[src/design/mvw_pkg.sv]
// Shared types and constants for the modular vector-by-matrix block.
// Used by the channel interfaces, the cell row, the sequencer and the top level.
package mvw_pkg;

  localparam int OP_BITS       = 2;
  localparam int GEN_BITS      = 4;
  localparam int IDX_BITS      = 4;
  localparam int ENTRY_BITS    = 8;
  localparam int VALUE_BITS    = 8;
  localparam int MOD_BITS      = 8;
  localparam int DIM_BITS      = 5;
  localparam int CFG_IDX_BITS  = 2;
  localparam int CFG_DATA_BITS = 8;

  localparam int MODULUS_MIN   = 2;
  localparam int MODULUS_RESET = 2;
  localparam int DIM_RESET     = 16;

  typedef enum logic [OP_BITS-1:0] {
    OP_LOAD_MAT = 2'd0,
    OP_LOAD_VEC = 2'd1,
    OP_APPLY    = 2'd2
  } op_t;

  typedef enum logic [CFG_IDX_BITS-1:0] {
    CFG_MODULUS    = 2'd0,
    CFG_ACTIVE_DIM = 2'd1
  } cfg_reg_t;

  typedef enum logic [2:0] {
    ST_IDLE,
    ST_RD,
    ST_MUL,
    ST_RAW,
    ST_RED,
    ST_COMMIT,
    ST_EMIT
  } state_t;

  // Strobes broadcast from the sequencer to every cell of the row.
  typedef struct packed {
    logic clear_acc;
    logic mul;
    logic rotate;
    logic load_raw;
    logic red;
    logic commit;
    logic shift;
  } cell_ctl_t;

endpackage

[src/design/mvw_cell.sv]
// One cell of the row: a vector element, a column accumulator and a
// bit-serial remainder unit. Depends on mvw_pkg for the control struct.
module mvw_cell #(
  parameter int ELEM_BITS = 8,
  parameter int XW        = 17
) (
  input  logic                          clk,
  input  logic                          rst_n,
  input  mvw_pkg::cell_ctl_t            ctl,
  input  logic                          active,
  input  logic                          vec_we,
  input  logic [ELEM_BITS-1:0]          vec_wdata,
  input  logic [ELEM_BITS-1:0]          vec_nbr,
  input  logic [ELEM_BITS-1:0]          coef,
  input  logic [ELEM_BITS-1:0]          ent,
  input  logic [mvw_pkg::MOD_BITS-1:0]  acc_nbr,
  input  logic [mvw_pkg::MOD_BITS-1:0]  modulus,
  output logic [ELEM_BITS-1:0]          vec_q,
  output logic [mvw_pkg::MOD_BITS-1:0]  acc_q
);

  localparam int PW = 2 * ELEM_BITS;
  localparam int MW = mvw_pkg::MOD_BITS;

  logic [ELEM_BITS-1:0] vec_r;
  logic [MW-1:0]        acc_r;
  logic [XW-1:0]        x_r;
  logic [PW-1:0]        prod;
  logic [MW:0]          rem_t;
  logic [MW:0]          rem_s;
  logic [MW-1:0]        rem_nxt;
  logic [ELEM_BITS-1:0] acc_trunc;

  // Force a clean zero when the vector element is zero.
  assign prod = (coef == '0) ? '0 : PW'(coef) * PW'(ent);

  // Restoring remainder: shift in one bit of x, subtract the modulus if it fits.
  assign rem_t   = {acc_r, x_r[XW-1]};
  assign rem_s   = rem_t - {1'b0, modulus};
  assign rem_nxt = (rem_t >= {1'b0, modulus}) ? rem_s[MW-1:0] : rem_t[MW-1:0];

  assign acc_trunc = ELEM_BITS'(acc_r);

  always_ff @(posedge clk) begin
    if (!rst_n) begin
      vec_r <= '0;
    end else if (vec_we) begin
      vec_r <= vec_wdata;
    end else if (ctl.rotate && active) begin
      vec_r <= vec_nbr;
    end else if (ctl.commit && active) begin
      vec_r <= acc_trunc;
    end
  end

  always_ff @(posedge clk) begin
    if (ctl.clear_acc) begin
      acc_r <= '0;
    end else if (ctl.mul) begin
      x_r   <= XW'(acc_r) + XW'(prod);
      acc_r <= '0;
    end else if (ctl.load_raw) begin
      x_r   <= XW'(vec_r);
      acc_r <= '0;
    end else if (ctl.red) begin
      acc_r <= rem_nxt;
      x_r   <= x_r << 1;
    end else if (ctl.commit) begin
      acc_r <= MW'(acc_trunc);
    end else if (ctl.shift) begin
      acc_r <= acc_nbr;
    end
  end

  assign vec_q = vec_r;
  assign acc_q = acc_r;

endmodule

[config.mk]
export PLATFORM = sky130hd
export DESIGN_NAME = mvw_cell
export DESIGN_NICKNAME = d
export VERILOG_FILES = /design/src/design/mvw_pkg.sv /design/src/design/mvw_cell.sv
export SDC_FILE = /design/constraint.sdc
export NUM_CORES = 1
export LEC_CHECK = 0
export ABC_AREA = 1
export BUFFER_PORTS_ARGS = -buffer_cell sky130_fd_sc_hd__buf_2
export CAP_MARGIN = 15
export CORE_UTILIZATION = 40
export CTS_CLUSTER_DIAMETER = 150
export DETAILED_ROUTE_END_ITERATION = 8
export PLACE_DENSITY = 0.7
export SLEW_MARGIN = 20
export SYNTH_ARGS = -nofsm -noshare
export SYNTH_HDL_FRONTEND = slang
export SYNTH_SLANG_ARGS = --single-unit
[constraint.sdc]
create_clock -name clk -period 14.92 [get_ports clk]
set_clock_uncertainty 0.05 [all_clocks]
set_input_delay 2.984 -clock clk [delete_from_list [all_inputs] [get_ports clk]]
set_output_delay 2.984 -clock clk [all_outputs]
set_load 0.02 [all_outputs]
==> Word-level counts from Yosys, hierarchy flattened <==
Cells that the tools add are included.
Widths: inputs -> output; s select.
{ "classes": {"add_sub_neg": 2, "mul": 1, "order_cmp": 1, "eq_ne": 1, "n_mux": 11, "bitwise": 1, "reduce_logical": 9} }
{ "ops": {"columns": ["op", "n"], "rows": [
  ["$mux 8", 7],
  ["$mux 17", 3],
  ["$add 8x16->17", 1],
  ["$mul 8x8->16", 1],
  ["$mux 16", 1],
  ["$ge 9x8->1", 1],
  ["$logic_not 8->1", 1],
  ["$sub 8x8->8", 1],
  ["$reduce_bool 3->1", 2],
  ["$reduce_and 2->1", 2],
  ["$reduce_or 3->1", 1],
  ["$logic_and 1x1->1", 2],
  ["$ne 2x1->1 const B", 1],
  ["$reduce_bool 2->1", 1],
  ["$not 1->1", 1]
]} }
{ "totals": {"ff_bits": 33, "wordCells": 29} }

==> Longest topological paths before layout <==
Gate-level depths: netlist of the first run.
{ "depth": {"depth_word": 4, "mapped_depth": 26, "mapped_depth_nobuf": 25} }

==> Least setup slack after synthesis of the first run <==
No wires, ideal clock.
{ "synth_timing": {"kind": "input to register", "start": "input ent[4]", "end": "register x_r[16] (data pin)", "setup_ns": 0.254, "arrival_time_ns": 7.284, "required_ns": 14.616, "setup_slack_ns": 7.333, "cell_stages": 22, "n_path_buf": 1, "path_cell_list": "clkbuf_1 nand2_1 inv_1 fa_1 fa_1 inv_1 fa_1 fa_1 inv_1 ha_1 or2_4 nand2_1 xor2_1 nor2_1 ha_1 a21oi_1 o21ai_0 a21oi_1 nor2_4 and2_4 nand4_1 nand2_1"} }
{ "synth_between": {"elab_chain_len": 4} }
{ "synth_lines": {"columns": ["element", "line", "text"], "rows": [
  ["start, declared", "mvw_cell.sv:15", "input logic [ELEM_BITS-1:0] ent,"],
  ["$mul 8x8->16", "mvw_cell.sv:35", "assign prod = (coef == '0) ? '0 : PW'(coef) * PW'(ent);"],
  ["$mux 16", "mvw_cell.sv:35", null],
  ["$add 8x16->17", "mvw_cell.sv:60", "x_r <= XW'(acc_r) + XW'(prod);"],
  ["$mux 17", "mvw_cell.sv:59", "end else if (ctl.mul) begin"],
  ["end signal, assigned", "mvw_cell.sv:60", null],
  ["end signal, assigned", "mvw_cell.sv:63", "x_r <= XW'(vec_r);"],
  ["end signal, assigned", "mvw_cell.sv:67", "x_r <= x_r << 1;"],
  ["end, declared", "mvw_cell.sv:27", "logic [XW-1:0] x_r;"]
]} }
Every way passes these cells.
A chain may end at the register's enable or synchronous reset.

==> Worst setup path in the final report of the first run <==
{ "layout_timing": {"start": "input coef[1]", "end": "register x_r[14] (data pin)"} }
{ "layout_between": {"elab_chain_len": 4} }
{ "layout_lines": {"columns": ["element", "line", "text"], "rows": [
  ["start, declared", "mvw_cell.sv:14", "input logic [ELEM_BITS-1:0] coef,"],
  ["$mul 8x8->16 / $logic_not 8->1 (equally long branches)", "mvw_cell.sv:35", null],
  ["$mux 16 *", "mvw_cell.sv:35", null],
  ["$add 8x16->17 *", "mvw_cell.sv:60", null],
  ["$mux 17 *", "mvw_cell.sv:59", null]
]} }
Mark *: on every way between the ends. The rest lies on a longest branch, timed or not.

==> flow_metrics.py, run 1 <==
metrics = {
    "outcome": {
        "run_status": "finished clean",
    },
    "floorplanning": {
        "initial_core_util_pct": 41.8,
        "dieWidth_um": 115,
        "num_rows": 40,
        "design.portCount": 75,
        "design.die.area_um2": 13300,
        "floorplan.core_area_um2": 12300,
        "chipHeight_um": 115,
    },
    "clock_network": {
        "ctsHoldBuffers": 0,
        "clockBufferDepth": 2,
        "insertion_delay_ns": 0.27,
        "clkSinkCount": 33,
        "cts_made_buffers": 5,
        "clock_tree.root_cell": "sky130_fd_sc_hd__clkbuf_16",
        "cts.repair.resized": 0,
        "tritoncts": "done",
        "cts_h_tree_lvls": 2,
        "clock_input_transition_at_the_sequential_cells_of_the_worst_setup_and_hold_paths_ns": 0.05,
        "cts_post_setup_buffers_inserted": 0,
    },
    "detailed_routing": {
        "detail_route.first_pass.iterations": 5,
        "via_per_inst": 4.86,
        "number_of_vias_in_the_routed_layout": 4682,
        "final_antenna_net_count": 0,
        "dr.first_iter.drc_count": 263,
        "remaining_drc_errors": 0,
        "avgRoutedWirePerCell_um": 11.9,
        "routed_wirelength_um": 11500,
    },
    "place": {
        "globalplace.congestion": 0.881,
        "place.detailed.hpwl_um": 9630,
        "pre_cts_ws_ns": 7.10,
        "placement.io_buffers": 74,
    },
    "timing": {
        "worst-slew-pin-transition_ns": 0.737,
        "report.final.slew_viol_count": 0,
        "finalWorstSetupSlack_ns": 7.42,
        "layout_worst_path_cycle_share_pct": 50.3,
        "relSlewSlack_pct": 50.5,
        "unrepaired_setup_endpoints_after_global_routing": "no",
        "achievable-frequency_ghz": 0.133,
        "final-hold-violation-count": 0,
        "setup_total_negative_slack_ns": 0,
        "period_needed_ns": 7.50,
        "timing.final.setup_violations": 0,
    },
    "power_and_ir_drop": {
        "switching_share_pct": 48.6,
        "post-layout-total-power_uw": 692,
        "ir_worst_vdd_uv": 52.7,
        "total_switching_power_uw": 336,
        "part_of_the_power_in_combinational_logic_pct": 67.1,
        "seq_power_share_pct": 17.5,
        "p_per_area_nw_per_um2": 121,
        "cellInternalPower_uw": 355,
        "pwr-share-clk_pct": 15.4,
        "static-leakage-power_nw": 3.34,
    },
    "logic_synthesis": {
        "yosys-top-cells-area": "sky130_fd_sc_hd__fa_1, sky130_fd_sc_hd__nand2_1, sky130_fd_sc_hd__ha_1",
        "syn_avg_cell_area_um2": 6.95,
        "synth.cell_area_um2": 5120,
        "yosysTopAreaCell": "sky130_fd_sc_hd__fa_1",
        "synthDistinctLibCells": 39,
        "ys_seq_elements": 33,
        "sequential_cell_area_fraction_in_the_yosys_report_pct": 16.2,
        "syn-num-nets": 886,
        "synthCells": 737,
        "netlist.area_leader.share_pct": 14.9,
        "synth-warning-count": 0,
    },
    "global_route": {
        "grt_first_pass_wirelength_um": 20300,
        "grt_start_max_net_pins": 17,
        "grt-ovfl-total": 0,
        "grt_usage_pct": 19.0,
        "via_count_of_the_first_global_routing_pass": 4611,
        "antenna_found_initial": 0,
    },
    "critical_path": {
        "critical_path.slowest_cell": "sky130_fd_sc_hd__fa_1",
        "data_arrival_time_of_the_critical_path_ns": 7.48,
        "cp-end-kind": "register",
        "crit_path_cell_trace": "buf_2, nand2_1, inv_1, fa_1, fa_1, inv_1, fa_1, fa_1, inv_1, ha_1, or2_4, nand2_1, xor2_1, nor2_1, ha_1, nand2_1, o21ai_0, a21oi_1, nor2_4, and2_4, nand3_1, nand3_1, nand2_1",
        "worstPathBufferInverterCount": 4,
        "worst-path-max-fanout": 9,
        "setup.worst_path.start_class": "input pin",
        "criticalPathCategory": "in -> reg",
        "critPathMaxStageDelay_ns": 0.54,
        "worstPathRequired_ns": 14.90,
        "setup.reg_to_reg.worst_slack_ns": 12.63,
        "critical_path.top_delay_family": "adder cells",
    },
    "hold_path": {
        "hold_path_class": "reg -> reg",
    },
    "layout": {
        "synthToLayoutAreaGrowth_pct": 12.0,
        "layout-drive-gt1-share_pct": 15.2,
        "num-nets-final": 943,
        "antenna_cells": 0,
    },
    "run": {
        "drv.max_cap_violation_count": 0,
    },
}
## power by group through the flow
stage	clock network [mW]	registers (mW)	logic, mW
floorplan	0	0.123	0.367
global placement	0	0.122	0.460
detailed placement	0	0.123	0.462
CTS	0.108	0.121	0.467
global route	0.111	0.122	0.531
finish	0.107	0.121	0.464
## Yosys cell counts (all sizes together)
library cell  count
and2              1
a31oi             4
o21ai            54
o31ai             1
nand3b            4
nand4             6
or3               1
nand2           187
a21oi            40
nand3            46
clkbuf           14
xnor2             7
o22ai             4
a22oi             1
o2bb2ai           2
nor2             34
inv             174
o21bai            4
or2               1
dfxtp            16
edfxtp           17
xor2              6
a32o              1
nor3              6
ha               52
buf              11
fa               38
o211ai            5
## worst paths after layout
kind,cells past startpoint,from,endpoint
max,23,coef[1],x_r[14]
min reg2reg,2,x_r[12],x_r[13]
max reg2reg,11,acc_q[0],x_r[14]
min,2,x_r[12],x_r[13]
## sequential cells by signal, indices dropped and copies added, names as in the netlist
| name | cells |
|---|---|
| acc_q | 8 |
| vec_q | 8 |
| x_r | 17 |
## per-stage QoR
step                area, µm²  hold WS [ns]  std cells  utilization [%]
floorplan                5120         0.444        737                -
global placement         5580         0.451        955             45.5
detailed placement       5580         0.463        955             45.5
CTS                      5730         0.477        963             46.8
global route             5730         0.504        963             46.8
finish                   5730         0.482        963             46.8
## worst reg2reg max path: stages (launching register included)
cell	delay [ns]
sky130_fd_sc_hd__dfxtp_1	0.42
sky130_fd_sc_hd__ha_1	0.20
sky130_fd_sc_hd__inv_1	0.05
sky130_fd_sc_hd__fa_1	0.39
sky130_fd_sc_hd__nand3b_1	0.17
sky130_fd_sc_hd__nand2_1	0.13
sky130_fd_sc_hd__a21oi_1	0.13
sky130_fd_sc_hd__nor2_4	0.14
sky130_fd_sc_hd__and2_4	0.16
sky130_fd_sc_hd__nand3_1	0.07
sky130_fd_sc_hd__nand3_1	0.09
sky130_fd_sc_hd__nand2_1	0.05
## metal layers
| layer | track usage [%] | wire length [µm] |
|---|---|---|
| met1 | 25.3 | 5320 |
| met2 | 33.1 | 5380 |
| met3 | 2.48 | 661 |
| met4 | 3.29 | 139 |
| met5 | 0 | 0 |
## kinds of logic after synthesis
logic type	Yosys count	synth area share [%]
adders and majority gates	90	27.6
AOI/OAI and AO/OA	116	12.3
buffers and inverters	199	15.3
DFF	33	16.2
and+or+nand+nor	286	26.3
xor gates and xnor gates	13	2.22
## cells in the final DEF (no fill, tap or decap), types with 2 or more instances in the layout
master / n
sky130_fd_sc_hd__a21oi_1: 40
sky130_fd_sc_hd__a31oi_1: 4
sky130_fd_sc_hd__buf_2: 74
sky130_fd_sc_hd__clkbuf_16: 6
sky130_fd_sc_hd__dfxtp_1: 16
sky130_fd_sc_hd__edfxtp_1: 17
sky130_fd_sc_hd__fa_1: 38
sky130_fd_sc_hd__ha_1: 52
sky130_fd_sc_hd__inv_1: 171
sky130_fd_sc_hd__inv_2: 3
sky130_fd_sc_hd__nand2_1: 175
sky130_fd_sc_hd__nand2_2: 12
sky130_fd_sc_hd__nand3_1: 35
sky130_fd_sc_hd__nand3_2: 8
sky130_fd_sc_hd__nand3_4: 3
sky130_fd_sc_hd__nand3b_1: 4
sky130_fd_sc_hd__nand4_1: 4
sky130_fd_sc_hd__nand4_2: 2
sky130_fd_sc_hd__nor2_1: 25
sky130_fd_sc_hd__nor2_2: 5
sky130_fd_sc_hd__nor2_4: 4
sky130_fd_sc_hd__nor3_1: 5
sky130_fd_sc_hd__o211ai_1: 5
sky130_fd_sc_hd__o21ai_0: 51
sky130_fd_sc_hd__o21ai_1: 3
sky130_fd_sc_hd__o21bai_1: 4
sky130_fd_sc_hd__o22ai_1: 4
sky130_fd_sc_hd__o2bb2ai_1: 2
sky130_fd_sc_hd__xnor2_1: 7
sky130_fd_sc_hd__xor2_1: 6
## layout make-up
| cell class | count | area, µm² |
|---|---|---|
| multi-input combinational | 505 | 3500 |
| clock buffer | 7 | 154 |
| clock inverter | 1 | 3.75 |
| fill | 1257 | 6530 |
| inverter | 174 | 653 |
| sequential | 33 | 831 |
| timing repair buffer | 75 | 378 |
| tap | 168 | 210 |
Power figures use the tool's default switching activity.
==> run 2, diff against run 1 <==
Clock period 14.92 ns to 7.85 ns, I/O delays scaled along.
==> run 2 against run 1 <==
  * Global-route usage about the same
  * Sequential cell count unchanged
  * Largest cell class unchanged
  * Clock power is 90% higher
==> flow_metrics.py, run 2 (synthesis gave the netlist of run 1 again) <==
metrics = {
    "outcome": {
        "run_status": "finished clean",
    },
    "power_and_ir_drop": {
        "p_per_area_nw_per_um2": 229,
        "ir_worst_vdd_uv": 131,
        "static-leakage-power_nw": 3.34,
    },
    "clock_network": {
        "cts_h_tree_lvls": 2,
        "clock_tree.root_cell": "sky130_fd_sc_hd__clkbuf_16",
        "insertion_delay_ns": 0.28,
        "cts_made_buffers": 5,
        "clkSinkCount": 33,
        "ctsHoldBuffers": 0,
        "cts.repair.resized": 0,
        "cts_post_setup_buffers_inserted": 0,
        "clockBufferDepth": 2,
        "clock_input_transition_at_the_sequential_cells_of_the_worst_setup_and_hold_paths_ns": 0.05,
        "tritoncts": "done",
    },
    "global_route": {
        "via_count_of_the_first_global_routing_pass": 4583,
        "global_route.usage.met3_pct": 2.27,
        "grt_first_pass_wirelength_um": 20200,
        "grt_usage_pct": 18.9,
        "grt-ovfl-total": 0,
        "grt_util_met1_pct": 25.3,
        "antenna_found_initial": 0,
        "use_met2_pct": 33.1,
        "grt_start_max_net_pins": 17,
        "global_routing_s_busiest_layer": "met2",
    },
    "layout": {
        "synthToLayoutAreaGrowth_pct": 12.0,
        "top_register": "x_r",
        "num-nets-final": 943,
        "layout-drive-gt1-share_pct": 15.2,
        "commonest_non_fill_non_tap_cell_in_the_layout": "sky130_fd_sc_hd__nand2_1",
        "num-fill-cells": 1260,
        "antenna_cells": 0,
        "layout_common_cells": "sky130_fd_sc_hd__nand2_1, sky130_fd_sc_hd__inv_1, sky130_fd_sc_hd__buf_2, sky130_fd_sc_hd__ha_1, sky130_fd_sc_hd__o21ai_0",
        "largest_register_ffs": 17,
    },
    "timing": {
        "timing.final.setup_violations": 0,
        "achievable-frequency_ghz": 0.163,
        "unrepaired_setup_endpoints_after_global_routing": "no",
        "period_needed_ns": 6.12,
        "layout_worst_path_cycle_share_pct": 78.0,
        "finalWorstSetupSlack_ns": 1.73,
        "final-hold-violation-count": 0,
        "relSlewSlack_pct": 49.6,
        "report.final.slew_viol_count": 0,
        "worst-slew-pin-transition_ns": 0.751,
        "setup_total_negative_slack_ns": 0,
    },
    "critical_path": {
        "critical_r2r_launch": "acc_q[0]",
        "setup.worst_path.start_class": "input pin",
        "cp-end-kind": "register",
        "worstPathRequired_ns": 7.83,
        "criticalPathCategory": "in -> reg",
        "worst-path-max-fanout": 9,
        "data_arrival_time_of_the_critical_path_ns": 6.11,
        "critPathLaunch": "coef[1]",
    },
    "run": {
        "drv.max_cap_violation_count": 0,
    },
    "floorplanning": {
        "floorplan.core_area_um2": 12300,
        "num_rows": 40,
        "initial_core_util_pct": 41.8,
        "design.die.area_um2": 13300,
        "design.portCount": 75,
        "dieWidth_um": 115,
        "chipHeight_um": 115,
    },
    "detailed_routing": {
        "routed_wirelength_um": 11400,
        "final_antenna_net_count": 0,
        "detail_route.first_pass.iterations": 5,
        "via_per_inst": 4.85,
        "avgRoutedWirePerCell_um": 11.9,
        "number_of_vias_in_the_routed_layout": 4675,
        "dr.first_iter.drc_count": 241,
        "remaining_drc_errors": 0,
    },
    "place": {
        "place.detailed.hpwl_um": 9700,
        "placement.io_buffers": 74,
        "globalplace.congestion": 0.881,
        "pre_cts_ws_ns": 1.42,
    },
    "hold_path": {
        "hold_path.startpoint": "x_r[12]",
        "hold_path_class": "reg -> reg",
    },
}
run 2: cell counts in the layout (fill, tap and decap cells not counted):
No cell type changed its count.
run 2: final cells by class:
cell class | instances | area (µm²) | share of cell area, %
well taps | 168 | 210 | 3.67
flip-flops and latches | 33 | 831 | 14.5
clock buffers | 7 | 154 | 2.68
repair buffers | 75 | 378 | 6.59
inverters | 174 | 653 | 11.4
multi-input cells | 505 | 3500 | 61.1
clock inverters | 1 | 3.75 | 0.0655
run 2: through the flow:
step / power, mW / cell area (µm²) / hold WS, ns / util (%) / cells
2_1_floorplan: 0.932 / 5120 / 0.444 / - / 737
3_3_place_gp: 1.11 / 5580 / 0.451 / 45.5 / 955
3_5_place_dp: 1.11 / 5580 / 0.463 / 45.5 / 955
4_1_cts: 1.32 / 5730 / 0.476 / 46.8 / 963
5_1_grt: 1.45 / 5730 / 0.511 / 46.8 / 963
6_report: 1.31 / 5730 / 0.473 / 46.8 / 963
run 2: per-layer routing:
layer / up-vias / routed length [µm] / share of wire (%)
met5: - / 0 / 0
met4: 0 / 165 / 1.4
met3: 16 / 627 / 5.5
met2: 138 / 5290 / 46
met1: 2102 / 5360 / 47
li1: 2419 / - / -
run 2: path summary, 6_finish.rpt:
check,endpoint,slack (ns),depth (start not counted)
worst max-delay path,x_r[14],1.73,23
worst min-delay path,x_r[13],0.47,2
worst max register to register,x_r[14],5.55,11
worst min register to register,x_r[13],0.47,2
run 2: worst max-delay path, stage by stage:
cell                      delay [ns]
sky130_fd_sc_hd__buf_2          0.15
sky130_fd_sc_hd__nand2_1        0.08
sky130_fd_sc_hd__inv_1          0.05
sky130_fd_sc_hd__fa_1           0.45
sky130_fd_sc_hd__fa_1           0.54
sky130_fd_sc_hd__inv_1          0.04
sky130_fd_sc_hd__fa_1           0.46
sky130_fd_sc_hd__fa_1           0.54
sky130_fd_sc_hd__inv_1          0.04
sky130_fd_sc_hd__ha_1           0.37
sky130_fd_sc_hd__or2_4          0.30
sky130_fd_sc_hd__nand2_1        0.08
sky130_fd_sc_hd__xor2_1         0.16
sky130_fd_sc_hd__nor2_1         0.06
sky130_fd_sc_hd__ha_1           0.33
sky130_fd_sc_hd__nand2_1        0.08
sky130_fd_sc_hd__o21ai_0        0.17
sky130_fd_sc_hd__a21oi_1        0.10
sky130_fd_sc_hd__nor2_4         0.15
sky130_fd_sc_hd__and2_4         0.16
sky130_fd_sc_hd__nand3_1        0.07
sky130_fd_sc_hd__nand3_1        0.09
sky130_fd_sc_hd__nand2_1        0.05
run 2: where the power goes:
part           internal [mW]  switching, mW
Combinational          0.322          0.559
Clock                  0.136         0.0677
Sequential             0.219         0.0116
Total                  0.676          0.639
