## src/design/mvw_pkg.sv

```systemverilog
// Shared types and constants for the modular vector-by-matrix block.
// Used by the channel interfaces, the cell row, the sequencer and the top level.
package mvw_pkg;

  localparam int OP_BITS       = 2;
  localparam int GEN_BITS      = 4;
  localparam int IDX_BITS      = 4;
  localparam int ENTRY_BITS    = 8;
  localparam int VALUE_BITS    = 8;
  localparam int MOD_BITS      = 8;
  localparam int DIM_BITS      = 5;
  localparam int CFG_IDX_BITS  = 2;
  localparam int CFG_DATA_BITS = 8;

  localparam int MODULUS_MIN   = 2;
  localparam int MODULUS_RESET = 2;
  localparam int DIM_RESET     = 16;

  typedef enum logic [OP_BITS-1:0] {
    OP_LOAD_MAT = 2'd0,
    OP_LOAD_VEC = 2'd1,
    OP_APPLY    = 2'd2
  } op_t;

  typedef enum logic [CFG_IDX_BITS-1:0] {
    CFG_MODULUS    = 2'd0,
    CFG_ACTIVE_DIM = 2'd1
  } cfg_reg_t;

  typedef enum logic [2:0] {
    ST_IDLE,
    ST_RD,
    ST_MUL,
    ST_RAW,
    ST_RED,
    ST_COMMIT,
    ST_EMIT
  } state_t;

  // Strobes broadcast from the sequencer to every cell of the row.
  typedef struct packed {
    logic clear_acc;
    logic mul;
    logic rotate;
    logic load_raw;
    logic red;
    logic commit;
    logic shift;
  } cell_ctl_t;

endpackage

```

## src/design/mvw_ctrl.sv

```systemverilog
// Sequencer: walks matrix rows and remainder bits for an apply, then streams
// the result vector through the output register. Depends on mvw_pkg.
module mvw_ctrl #(
  parameter int CW = 4,
  parameter int XW = 17
) (
  input  logic                            clk,
  input  logic                            rst_n,
  input  logic                            in_valid,
  input  logic [mvw_pkg::OP_BITS-1:0]     in_op,
  input  logic                            in_gen_ok,
  output logic                            in_ready,
  input  logic [CW-1:0]                   dim_last,
  input  logic [mvw_pkg::MOD_BITS-1:0]    acc_head,
  input  logic                            out_ready,
  output logic                            out_valid,
  output logic [mvw_pkg::IDX_BITS-1:0]    out_idx,
  output logic [mvw_pkg::MOD_BITS-1:0]    out_val,
  output logic                            out_last,
  output logic [CW-1:0]                   row_cnt,
  output logic                            rd_en,
  output mvw_pkg::cell_ctl_t              ctl
);

  localparam int BW = $clog2(XW);
  localparam int IW = mvw_pkg::IDX_BITS;
  localparam int MW = mvw_pkg::MOD_BITS;
  localparam logic [BW-1:0] BIT_LAST = BW'(XW - 1);

  mvw_pkg::state_t state_r, state_nxt;
  logic [CW-1:0]   row_r, row_nxt;
  logic [BW-1:0]   bit_r, bit_nxt;
  logic            gen_ok_r, gen_ok_nxt;
  logic            out_valid_r, out_valid_nxt;
  logic [IW-1:0]   out_idx_r, out_idx_nxt;
  logic [MW-1:0]   out_val_r, out_val_nxt;
  logic            out_last_r, out_last_nxt;

  always_ff @(posedge clk) begin
    if (!rst_n) begin
      state_r     <= mvw_pkg::ST_IDLE;
      row_r       <= '0;
      bit_r       <= '0;
      gen_ok_r    <= 1'b0;
      out_valid_r <= 1'b0;
    end else begin
      state_r     <= state_nxt;
      row_r       <= row_nxt;
      bit_r       <= bit_nxt;
      gen_ok_r    <= gen_ok_nxt;
      out_valid_r <= out_valid_nxt;
    end
  end

  always_ff @(posedge clk) begin
    out_idx_r  <= out_idx_nxt;
    out_val_r  <= out_val_nxt;
    out_last_r <= out_last_nxt;
  end

  always_comb begin
    state_nxt     = state_r;
    row_nxt       = row_r;
    bit_nxt       = bit_r;
    gen_ok_nxt    = gen_ok_r;
    out_valid_nxt = out_valid_r && !out_ready;
    out_idx_nxt   = out_idx_r;
    out_val_nxt   = out_val_r;
    out_last_nxt  = out_last_r;
    ctl           = '0;
    rd_en         = 1'b0;

    case (state_r)
      mvw_pkg::ST_IDLE: begin
        if (in_valid && (in_op == mvw_pkg::OP_APPLY)) begin
          gen_ok_nxt    = in_gen_ok;
          row_nxt       = '0;
          ctl.clear_acc = 1'b1;
          state_nxt     = in_gen_ok ? mvw_pkg::ST_RD : mvw_pkg::ST_RAW;
        end
      end
      mvw_pkg::ST_RD: begin
        rd_en     = 1'b1;
        state_nxt = mvw_pkg::ST_MUL;
      end
      mvw_pkg::ST_MUL: begin
        ctl.mul    = 1'b1;
        ctl.rotate = 1'b1;
        bit_nxt    = '0;
        state_nxt  = mvw_pkg::ST_RED;
      end
      mvw_pkg::ST_RAW: begin
        // Unknown generator: reduce the held vector for output only.
        ctl.load_raw = 1'b1;
        bit_nxt      = '0;
        state_nxt    = mvw_pkg::ST_RED;
      end
      mvw_pkg::ST_RED: begin
        ctl.red = 1'b1;
        bit_nxt = bit_r + BW'(1);
        if (bit_r == BIT_LAST) begin
          if (!gen_ok_r) begin
            row_nxt   = '0;
            state_nxt = mvw_pkg::ST_EMIT;
          end else if (row_r == dim_last) begin
            state_nxt = mvw_pkg::ST_COMMIT;
          end else begin
            row_nxt   = row_r + CW'(1);
            state_nxt = mvw_pkg::ST_RD;
          end
        end
      end
      mvw_pkg::ST_COMMIT: begin
        ctl.commit = 1'b1;
        row_nxt    = '0;
        state_nxt  = mvw_pkg::ST_EMIT;
      end
      mvw_pkg::ST_EMIT: begin
        if (!out_valid_r || out_ready) begin
          ctl.shift     = 1'b1;
          out_valid_nxt = 1'b1;
          out_idx_nxt   = IW'(row_r);
          out_val_nxt   = acc_head;
          out_last_nxt  = (row_r == dim_last);
          if (row_r == dim_last) begin
            state_nxt = mvw_pkg::ST_IDLE;
          end else begin
            row_nxt = row_r + CW'(1);
          end
        end
      end
      default: begin
        state_nxt = mvw_pkg::ST_IDLE;
      end
    endcase
  end

  assign in_ready  = (state_r == mvw_pkg::ST_IDLE);
  assign out_valid = out_valid_r;
  assign out_idx   = out_idx_r;
  assign out_val   = out_val_r;
  assign out_last  = out_last_r;
  assign row_cnt   = row_r;

`ifndef ASSERT_OFF
  a_reset_clears: assert property (@(posedge clk)
    !rst_n |=> !out_valid_r && (state_r == mvw_pkg::ST_IDLE))
    else $error("output or sequencer not cleared by reset");

  a_no_accept_mid_vector: assert property (@(posedge clk) disable iff (!rst_n)
    in_ready |-> !(out_valid_r && !out_last_r))
    else $error("input taken while a result vector is still streaming");

  a_vector_continues: assert property (@(posedge clk) disable iff (!rst_n)
    out_valid_r && out_ready && !out_last_r |=> out_valid_r)
    else $error("gap inside a result vector");

  a_bit_bound: assert property (@(posedge clk) disable iff (!rst_n)
    (state_r == mvw_pkg::ST_RED) |-> (bit_r <= BIT_LAST))
    else $error("remainder bit counter past its end");
`endif

endmodule

```

## config.mk

```make
export PLATFORM = sky130hd
export DESIGN_NAME = mvw_ctrl
export DESIGN_NICKNAME = d
export VERILOG_FILES = /design/src/design/mvw_pkg.sv /design/src/design/mvw_ctrl.sv
export SDC_FILE = /design/constraint.sdc
export NUM_CORES = 1
export LEC_CHECK = 0
export BUFFER_PORTS_ARGS = -buffer_cell sky130_fd_sc_hd__buf_2
export CORE_MARGIN = 2
export CORE_UTILIZATION = 55
export CTS_BUF_LIST = sky130_fd_sc_hd__clkbuf_2 sky130_fd_sc_hd__clkbuf_4 sky130_fd_sc_hd__clkbuf_8
export CTS_CLUSTER_SIZE = 8
export DETAILED_ROUTE_END_ITERATION = 10
export PLACE_DENSITY = 0.91
export SKIP_LAST_GASP = 1
export SLEW_MARGIN = 20
export SYNTH_ARGS = -nofsm -noshare
export SYNTH_HDL_FRONTEND = slang
export SYNTH_SLANG_ARGS = --single-unit
```

## constraint.sdc

```tcl
create_clock -name clk -period 4.87 [get_ports clk]
set_input_delay 0.487 -clock clk [delete_from_list [all_inputs] [get_ports clk]]
set_output_delay 0.487 -clock clk [all_outputs]
set_load 0.05 [all_outputs]
```

---- Yosys cells after proc, flatten, opt, wreduce, memory -nomap -nowiden ----
Index checks and enable logic that the tools add are counted.
cells by class
  multiplexer cells ....................... 26
  add/sub/neg operators ................... 2
  equal/unequal tests ..................... 13
  reductions and logical operators ........ 13
operators with widths
  kind                 number
  $mux 4               5
  $mux 3               6
  $pmux 3 s6           1
  $pmux 4 s4           1
  $mux 1               10
  $pmux 5 s2           1
  $eq 3x3->1 const B   3
  $reduce_and 4->1     2
  $eq 3x2->1 const B   2
  $ne 2x2->1 const B   3
  $add 5x1->5 const B  1
  $eq 5x5->1 const B   1
  $add 4x1->4 const B  1
  $eq 4x4->1           1
  $mux 2               2
  $reduce_and 2->1     2
  $reduce_bool 4->1    1
  $eq 3x1->1 const B   1
  $logic_not 3->1      1
  $eq 2x2->1 const B   1
  $logic_and 1x1->1    2
  $logic_not 1->1      2
  $ne 2x1->1 const B   1
  $reduce_bool 2->1    1
  2 further kinds      2
word-level totals
  logic and storage cells ................. 62
  output and inout bits ................... 27
  flip-flop bits (word level) ............. 27
  input bits .............................. 19

---- Depth between registers and ports, before layout ----
Gate-level depths: netlist of the first run.
  word-level depth ........................ 5
  mapped depth ............................ 7

---- Worst setup path after synthesis of the first run ----
No wires, ideal clock.
  path type ............................... input -> output
  from .................................... input port in_op[0] in the netlist's numbering
  to ...................................... output port ctl[6] in the netlist's numbering
  arrival ................................. 2,253 ps
  slack ................................... 2,130 ps
  required time ........................... 4,383 ps
  stages .................................. 2
  path through ............................ nand3b_1 nor4_1
RTL lines
  element          RTL line        source
  start, declared  mvw_ctrl.sv:10  input logic [mvw_pkg::OP_BITS-1:0] in_op,
  end, declared    mvw_ctrl.sv:22  output mvw_pkg::cell_ctl_t ctl

==> results.json, run 1 <==
{
  "status": "finished clean",
  "yosys-top-cells-area": "edfxtp_1 (29%), dfxtp_1 (21%), ha_1 (2.8%), nor2b_1 (2.8%), xor2_1 (2.6%)",
  "drt_iter0_markers": 31,
  "cp.required_ns": 4.38,
  "hold_path_class": "in -> reg",
  "insertion_delay_ns": 0.32,
  "syn-num-nets": 145,
  "io_buffers": 45,
  "crit_arrival_ns": 2.15,
  "netlist_instances": 123,
  "synth_compound_area_share_pct": 15.28,
  "p_per_area_nw_per_um2": 483.6,
  "num_vias": 1108,
  "synth_top_area_share_pct": 29.08,
  "cp_slowest_cell": "dfxtp_1",
  "gp_congestion": 0.8100,
  "rsz0062_at_grt": "false",
  "hold_viol": 0,
  "grt_pass1_wl_um": 4540,
  "synth_top_family_by_area": "simple AND/OR/NAND/NOR gates",
  "grt_max_degree": 18,
  "cts_max_level": 1,
  "area_growth_pct": 18.17,
  "finalSetupViolCount": 0,
  "path_cells": "and2b_1, and3_1, buf_2",
  "comb_power_share_pct": 46.4,
  "clockBufferDepth": 2,
  "power_frac_seq_pct": 40.4,
  "cpPeakStageDelay_ns": 0.61,
  "die_x_um": 53.41,
  "yosys.area_share.adder_pct": 2.796,
  "drv_cap": 0,
  "start_util_pct": 59.54,
  "pin_count": 46,
  "peakVddDrop_v": 0.0005307,
  "synth-edff-count": 13,
  "use_met1_pct": 28.06,
  "synthTopCellsByCount": "dfxtp_1 (14), edfxtp_1 (13), nand2_1 (9), nor2b_1 (6)",
  "grtUsageMet2_pct": 38.27,
  "numCtsBuffers": 3,
  "antenna_found_initial": 0,
  "async_flop_share_pct": 0,
  "drv_slew": 0,
  "first_pass_iters": 4,
  "cp_max_fo": 15,
  "clock_sinks": 27,
  "period_needed_ns": 2.635,
  "overflow": 0,
  "die_h_um": 53.41,
  "drtAntennaViolNets": 0,
  "antenna_cells": 0,
  "muxShareOfSynthArea_pct": 3.075,
  "synth_ff_type": "dfxtp_1",
  "yosysSeqAreaShare_pct": 49.95,
  "tightestPinTransition_ns": 0.5596,
  "synth_top_area_cell": "edfxtp_1",
  "synth-simple-area-share_pct": 21.44,
  "netlist_area_sq_um": 1343,
  "drive_above_1_share_pct": 32.73,
  "root_buffer": "clkbuf_4",
  "core_sq_um": 2255,
  "wl_um": 2681,
  "synth-xor-area-share_pct": 2.610,
  "power_leakage_uw": 0.0006613,
  "fin_skew_ns": 0.006748,
  "yosys_warnings": 0,
  "ys_seq_elements": 27,
  "p_sw_uw": 358.9,
  "nets": 188,
  "synth_most_common_cell": "dfxtp_1",
  "post_cts_buffers": 0,
  "hpwl_um": 2051,
  "cts_hold_buffers": 0,
  "slew_headroom_pct": 62.69,
  "path_clk_slew_ns": 0.14,
  "internal-power_uw": 408.4,
  "p_sw_share_pct": 46.77,
  "drc": 0,
  "dieArea_sq_um": 2852,
  "min_period_over_period_pct": 54.10,
  "critPathBufInv": 1,
  "busiest_layer": "met2",
  "clockPowerShare_pct": 13.2,
  "grt_pass1_vias": 1002,
  "place_area_sq_um": 1556,
  "post_cts_resized": 0,
  "viasPerCell": 5.741,
  "fin_tns_setup_ns": 0,
  "fin_area_sq_um": 1587,
  "syn_area_per_cell_sq_um": 10.91,
  "ys_types": 47,
  "cts_tree": "yes",
  "start_kind": "flip-flop",
  "use_met3_pct": 2.825,
  "rows": 17,
  "grt_use_total_pct": 22.31,
  "max_freq_mhz": 379.5,
  "crit_path_end_kind": "output pin",
  "wl_per_cell_um": 13.89,
  "path_class": "reg -> out",
  "cpLargestDelayFamily": "simple AND/OR/NAND/NOR gates"
}
==> layer usage <==
layer	part of all wire, %	wire length, um	vias to the layer above
met5	0	0	-
met4	1.3	36	0
met3	8.1	216	5
met2	49	1312	54
met1	42	1116	507
li1	-	-	542
==> stage by stage <==
step,worst slack [ns],utilization (%),hold WS [ns],std cells,total power (uW)
2_1_floorplan,2.130,-,0.4770,123,621.6
3_3_place_gp,2.675,69.03,0.4913,189,653.4
3_5_place_dp,2.602,69.03,0.5033,189,668.2
4_1_cts,2.230,70.37,0.3242,193,770.9
5_1_grt,2.068,70.37,0.2985,193,820.9
6_report,2.235,70.37,0.3313,193,767.2
==> power by group through the flow <==
stage,clock network [uW],registers (uW),logic [uW]
detailed placement,0,314,354
global placement,0,311,342
global route,117,317,387
finish,102,310,356
floorplan,0,319,303
CTS,105,309,357
==> path summary, 6_finish.rpt <==
| check | start | endpoint | slack (ns) | cells past startpoint |
|---|---|---|---|---|
| hold / removal | acc_head[7] | out_val[7] | 0.33 | 1 |
| setup reg to reg | state_r[2] | row_cnt[0] | 2.94 | 4 |
| hold reg to reg | bit_r[3] | bit_r[3] | 0.52 | 2 |
| setup / recovery | state_r[2] | ctl[0] | 2.24 | 3 |
==> state kept, by name, indices dropped and copies added, names as in the netlist <==
register	count
bit_r	5
out_val	8
row_cnt	4
out_last	1
out_idx	4
out_valid	1
gen_ok_r	1
state_r	3
==> kinds of logic after synthesis <==
family                     count (synthesis)
and+or+nand+nor                           45
AOI/OAI and AO/OA                         28
DFF                                       27
buffers and inverters                     12
xor gates and xnor gates                   4
muxes                                      4
adders and majority gates                  3
==> placed cells by master, fill, tap and decap left out, types with 2 or more instances in the layout <==
| cell | instances |
|---|---|
| nand3b_1 | 2 |
| mux2i_1 | 3 |
| a22o_1 | 2 |
| nand2b_1 | 2 |
| clkbuf_4 | 4 |
| nor2_1 | 5 |
| a21oi_1 | 4 |
| edfxtp_1 | 13 |
| nand3_1 | 3 |
| inv_1 | 5 |
| nor3_1 | 3 |
| nand4_1 | 2 |
| o21ai_0 | 3 |
| a21boi_0 | 3 |
| o211ai_1 | 2 |
| dfxtp_1 | 14 |
| nor2b_1 | 6 |
| nand2_1 | 9 |
| ha_1 | 3 |
| a22oi_1 | 2 |
| and3_1 | 2 |
| nor4_1 | 2 |
| o31ai_1 | 2 |
| xor2_1 | 4 |
| buf_2 | 45 |
==> worst reg2reg max path: stages (launching register included) <==
cell     delay, ns
dfxtp_1       0.61
nor3b_1       0.53
a22o_1        0.40
o21ai_0       0.20
a21oi_1       0.13
==> area by class of cell <==
type / count / area, sq um
Sequential cell: 27 / 670.6
Fill cell: 178 / 668.1
Timing Repair Buffer: 45 / 225.2
Multi-Input combinational cell: 84 / 606.8
Inverter: 5 / 18.77
Tap cell: 28 / 35.03
Clock buffer: 4 / 30.03
(Power assumes the default switching activity.)
==> inputs of run 2 (changes only) <==
--- a/config.mk
+++ b/config.mk
@@ -5,13 +5,14 @@
 export SDC_FILE = /design/constraint.sdc
 export NUM_CORES = 1
 export LEC_CHECK = 0
+export ABC_AREA = 1
 export BUFFER_PORTS_ARGS = -buffer_cell sky130_fd_sc_hd__buf_2
 export CORE_MARGIN = 2
-export CORE_UTILIZATION = 55
+export CORE_UTILIZATION = 47
 export CTS_BUF_LIST = sky130_fd_sc_hd__clkbuf_2 sky130_fd_sc_hd__clkbuf_4 sky130_fd_sc_hd__clkbuf_8
 export CTS_CLUSTER_SIZE = 8
 export DETAILED_ROUTE_END_ITERATION = 10
-export PLACE_DENSITY = 0.91
+export PLACE_DENSITY = 0.83
 export SKIP_LAST_GASP = 1
 export SLEW_MARGIN = 20
 export SYNTH_ARGS = -nofsm -noshare
==> constraint.sdc (replaced) <==
create_clock -name clk -period 2.3 [get_ports clk]
set_input_delay 0.23 -clock clk [delete_from_list [all_inputs] [get_ports clk]]
set_output_delay 0.23 -clock clk [all_outputs]
set_load 0.05 [all_outputs]
==> results.json, run 2 <==
{
  "status": "finished, violations left",
  "violations": "design-rule violations",
  "hpwl_um": 2062,
  "period_needed_ns": 1.998,
  "worstHoldEndpoint": "out_val[6]",
  "power_frac_seq_pct": 36.1,
  "syn-num-nets": 193,
  "area_growth_pct": 20.39,
  "clockBufferDepth": 2,
  "antenna_found_initial": 0,
  "final_util_pct": 60.30,
  "cp.required_ns": 2.07,
  "cts_tree": "yes",
  "yosysSeqAreaShare_pct": 47.73,
  "drv_cap": 0,
  "reg2reg_slack_ns": 0.69,
  "overflow": 0,
  "path_clk_slew_ns": 0.15,
  "ys_types": 23,
  "p_sw_share_pct": 50.18,
  "wl_um": 2603,
  "cpPeakStageDelay_ns": 0.44,
  "insertion_delay_ns": 0.33,
  "yosys_warnings": 0,
  "rr_startpoint": "state_r[0]",
  "r2r_cells": 4,
  "cp_max_fo": 7,
  "die_x_um": 58.68,
  "nets": 242,
  "path_cells": "inv_2, nand3_2, nor2_1, buf_2",
  "post_cts_resized": 0,
  "synth-edff-count": 13,
  "min_period_over_period_pct": 86.88,
  "max_freq_mhz": 500.5,
  "comb_power_share_pct": 52.2,
  "wl_per_cell_um": 10.41,
  "grt_pass1_wl_um": 4347,
  "crit_arrival_ns": 1.77,
  "finalSetupViolCount": 0,
  "hold_viol": 0,
  "antenna_cells": 0,
  "power_leakage_uw": 0.0008249,
  "viasPerCell": 4.884,
  "numCtsBuffers": 3,
  "grt_use_total_pct": 16.24,
  "fillers": 251,
  "rows": 19,
  "cts_hold_buffers": 0,
  "fin_tns_setup_ns": 0,
  "final_cell_mix": "buf_2 (45), nand2_1 (36), inv_1 (24), nor2_1 (20), dfxtp_1 (14)",
  "path_class": "reg -> out",
  "hold_start": "acc_head[6]",
  "yosys-top-cells-area": "edfxtp_1 (28%), dfxtp_1 (20%), nand2_1 (9.6%), inv_1 (6.4%), nor2_1 (5.3%)",
  "synthTopCellsByCount": "nand2_1 (36), inv_1 (24), nor2_1 (20), dfxtp_1 (14), edfxtp_1 (13)",
  "drive_above_1_share_pct": 33.33,
  "die_h_um": 58.68,
  "crit_path_end_kind": "output pin",
  "drtAntennaViolNets": 0,
  "final_common_cell": "buf_2",
  "cp_slowest_cell": "dfxtp_1",
  "rsz0062_at_grt": "false",
  "io_buffers": 45,
  "fin_skew_ns": 0.01016,
  "drc": 5,
  "synth_top_area_share_pct": 27.78,
  "hold_depth": 1,
  "pin_count": 46,
  "internal-power_uw": 889.4,
  "netlist_instances": 171,
  "wl_met3_um": 192,
  "num_vias": 1221,
  "synth_ff_type": "dfxtp_1",
  "tightestPinTransition_ns": 0.4870,
  "p_sw_uw": 895.7,
  "drv_slew": 0,
  "post_cts_buffers": 0,
  "grt_max_degree": 17,
  "p_per_area_nw_per_um2": 1055,
  "core_sq_um": 2805,
  "grt_pass1_vias": 1051,
  "root_buffer": "clkbuf_4",
  "start_kind": "flip-flop",
  "dieArea_sq_um": 3443,
  "wl_met2_um": 1207,
  "first_pass_iters": 7,
  "drt_iter0_markers": 40,
  "async_flop_share_pct": 0,
  "peakVddDrop_v": 0.0006523,
  "synth_most_common_cell": "nand2_1",
  "largest_reg_flops": 8,
  "highest_layer": "met4",
  "start_util_pct": 50.09,
  "slew_headroom_pct": 67.41,
  "m1WireLength_um": 1169,
  "clockPowerShare_pct": 11.7,
  "netlist_area_sq_um": 1405,
  "synth_top_area_cell": "edfxtp_1",
  "r2r_end": "out_val[0]",
  "hold_path_class": "in -> reg",
  "cts_max_level": 1,
  "ys_seq_elements": 27,
  "syn_area_per_cell_sq_um": 8.217,
  "clock_sinks": 27,
  "gp_congestion": 0.8789
}
## run 2: cell types whose count changed after synthesis, moves of 3 or more
cell | previous run | this run
clkbuf_1 | 3 | 0
a211oi_1 | 0 | 3
inv_1 | 5 | 24
mux2i_1 | 3 | 0
nand2_2 | 0 | 7
nor2b_1 | 6 | 0
o21ai_0 | 3 | 6
a21oi_1 | 4 | 10
nand2_4 | 0 | 4
nor2_1 | 5 | 20
xor2_1 | 4 | 0
nor2_2 | 0 | 4
nand2_1 | 9 | 36
nand3_1 | 3 | 12
## run 2: per-layer routing
layer	vias to the layer above	GRT usage, %
li1	645	-
met2	45	26.00
met3	4	3.077
met1	527	22.01
met5	-	0
met4	0	5.844
## run 2: final cells by class
class	count	area, sq um	area share, %
Clock inverter	1	7.507	0.4438
Sequential cell	27	670.6	39.65
Multi-Input combinational cell	115	615.6	36.39
Clock buffer	3	22.52	1.331
Tap cell	31	38.79	2.293
Inverter	27	103.9	6.139
Timing Repair Buffer	46	232.7	13.76
## run 2: cell families after synthesis
family	after synthesis	share of synthesized area, %
simple gates	90	32.15
buf+inv	29	8.460
flops	27	47.73
compound gates	22	8.994
fa+ha+maj	3	2.672
## run 2: worst max-delay path by stage
stage	start	end	cells after the start
floorplan	out_valid	out_idx[0]	3
global placement	state_r[0]	ctl[0]	4
detailed placement	state_r[1]	ctl[0]	3
CTS	state_r[1]	ctl[0]	3
global route	state_r[1]	ctl[0]	3
finish	state_r[0]	ctl[0]	4
## run 2: per-stage QoR
stage	instances	instance area (sq um)	setup slack, ns	power (uW)	hold WS (ns)
floorplan	171	1405	0.003920	1422	0.3289
global placement	246	1662	0.6795	1579	0.4068
detailed placement	246	1662	0.6433	1588	0.4097
CTS	250	1692	0.2587	1800	0.05942
global route	250	1692	0.1546	1914	0.03861
finish	250	1692	0.3018	1785	0.06301
## run 2: power groups by stage
stage               Sequential, uW  Combinational, uW  Clock (uW)
detailed placement             654                934           0
global route                   653               1030         235
global placement               649                930           0
CTS                            643                938         219
finish                         644                933         208
floorplan                      724                697           0
## run 2: critical path: cells and delay by family, from the launching register on
| kind | cells | cell delay [ns] |
|---|---|---|
| buffers and inverters | 2 | 0.50 |
| AND/OR/NAND/NOR | 2 | 0.51 |
| flip-flops | 1 | 0.44 |
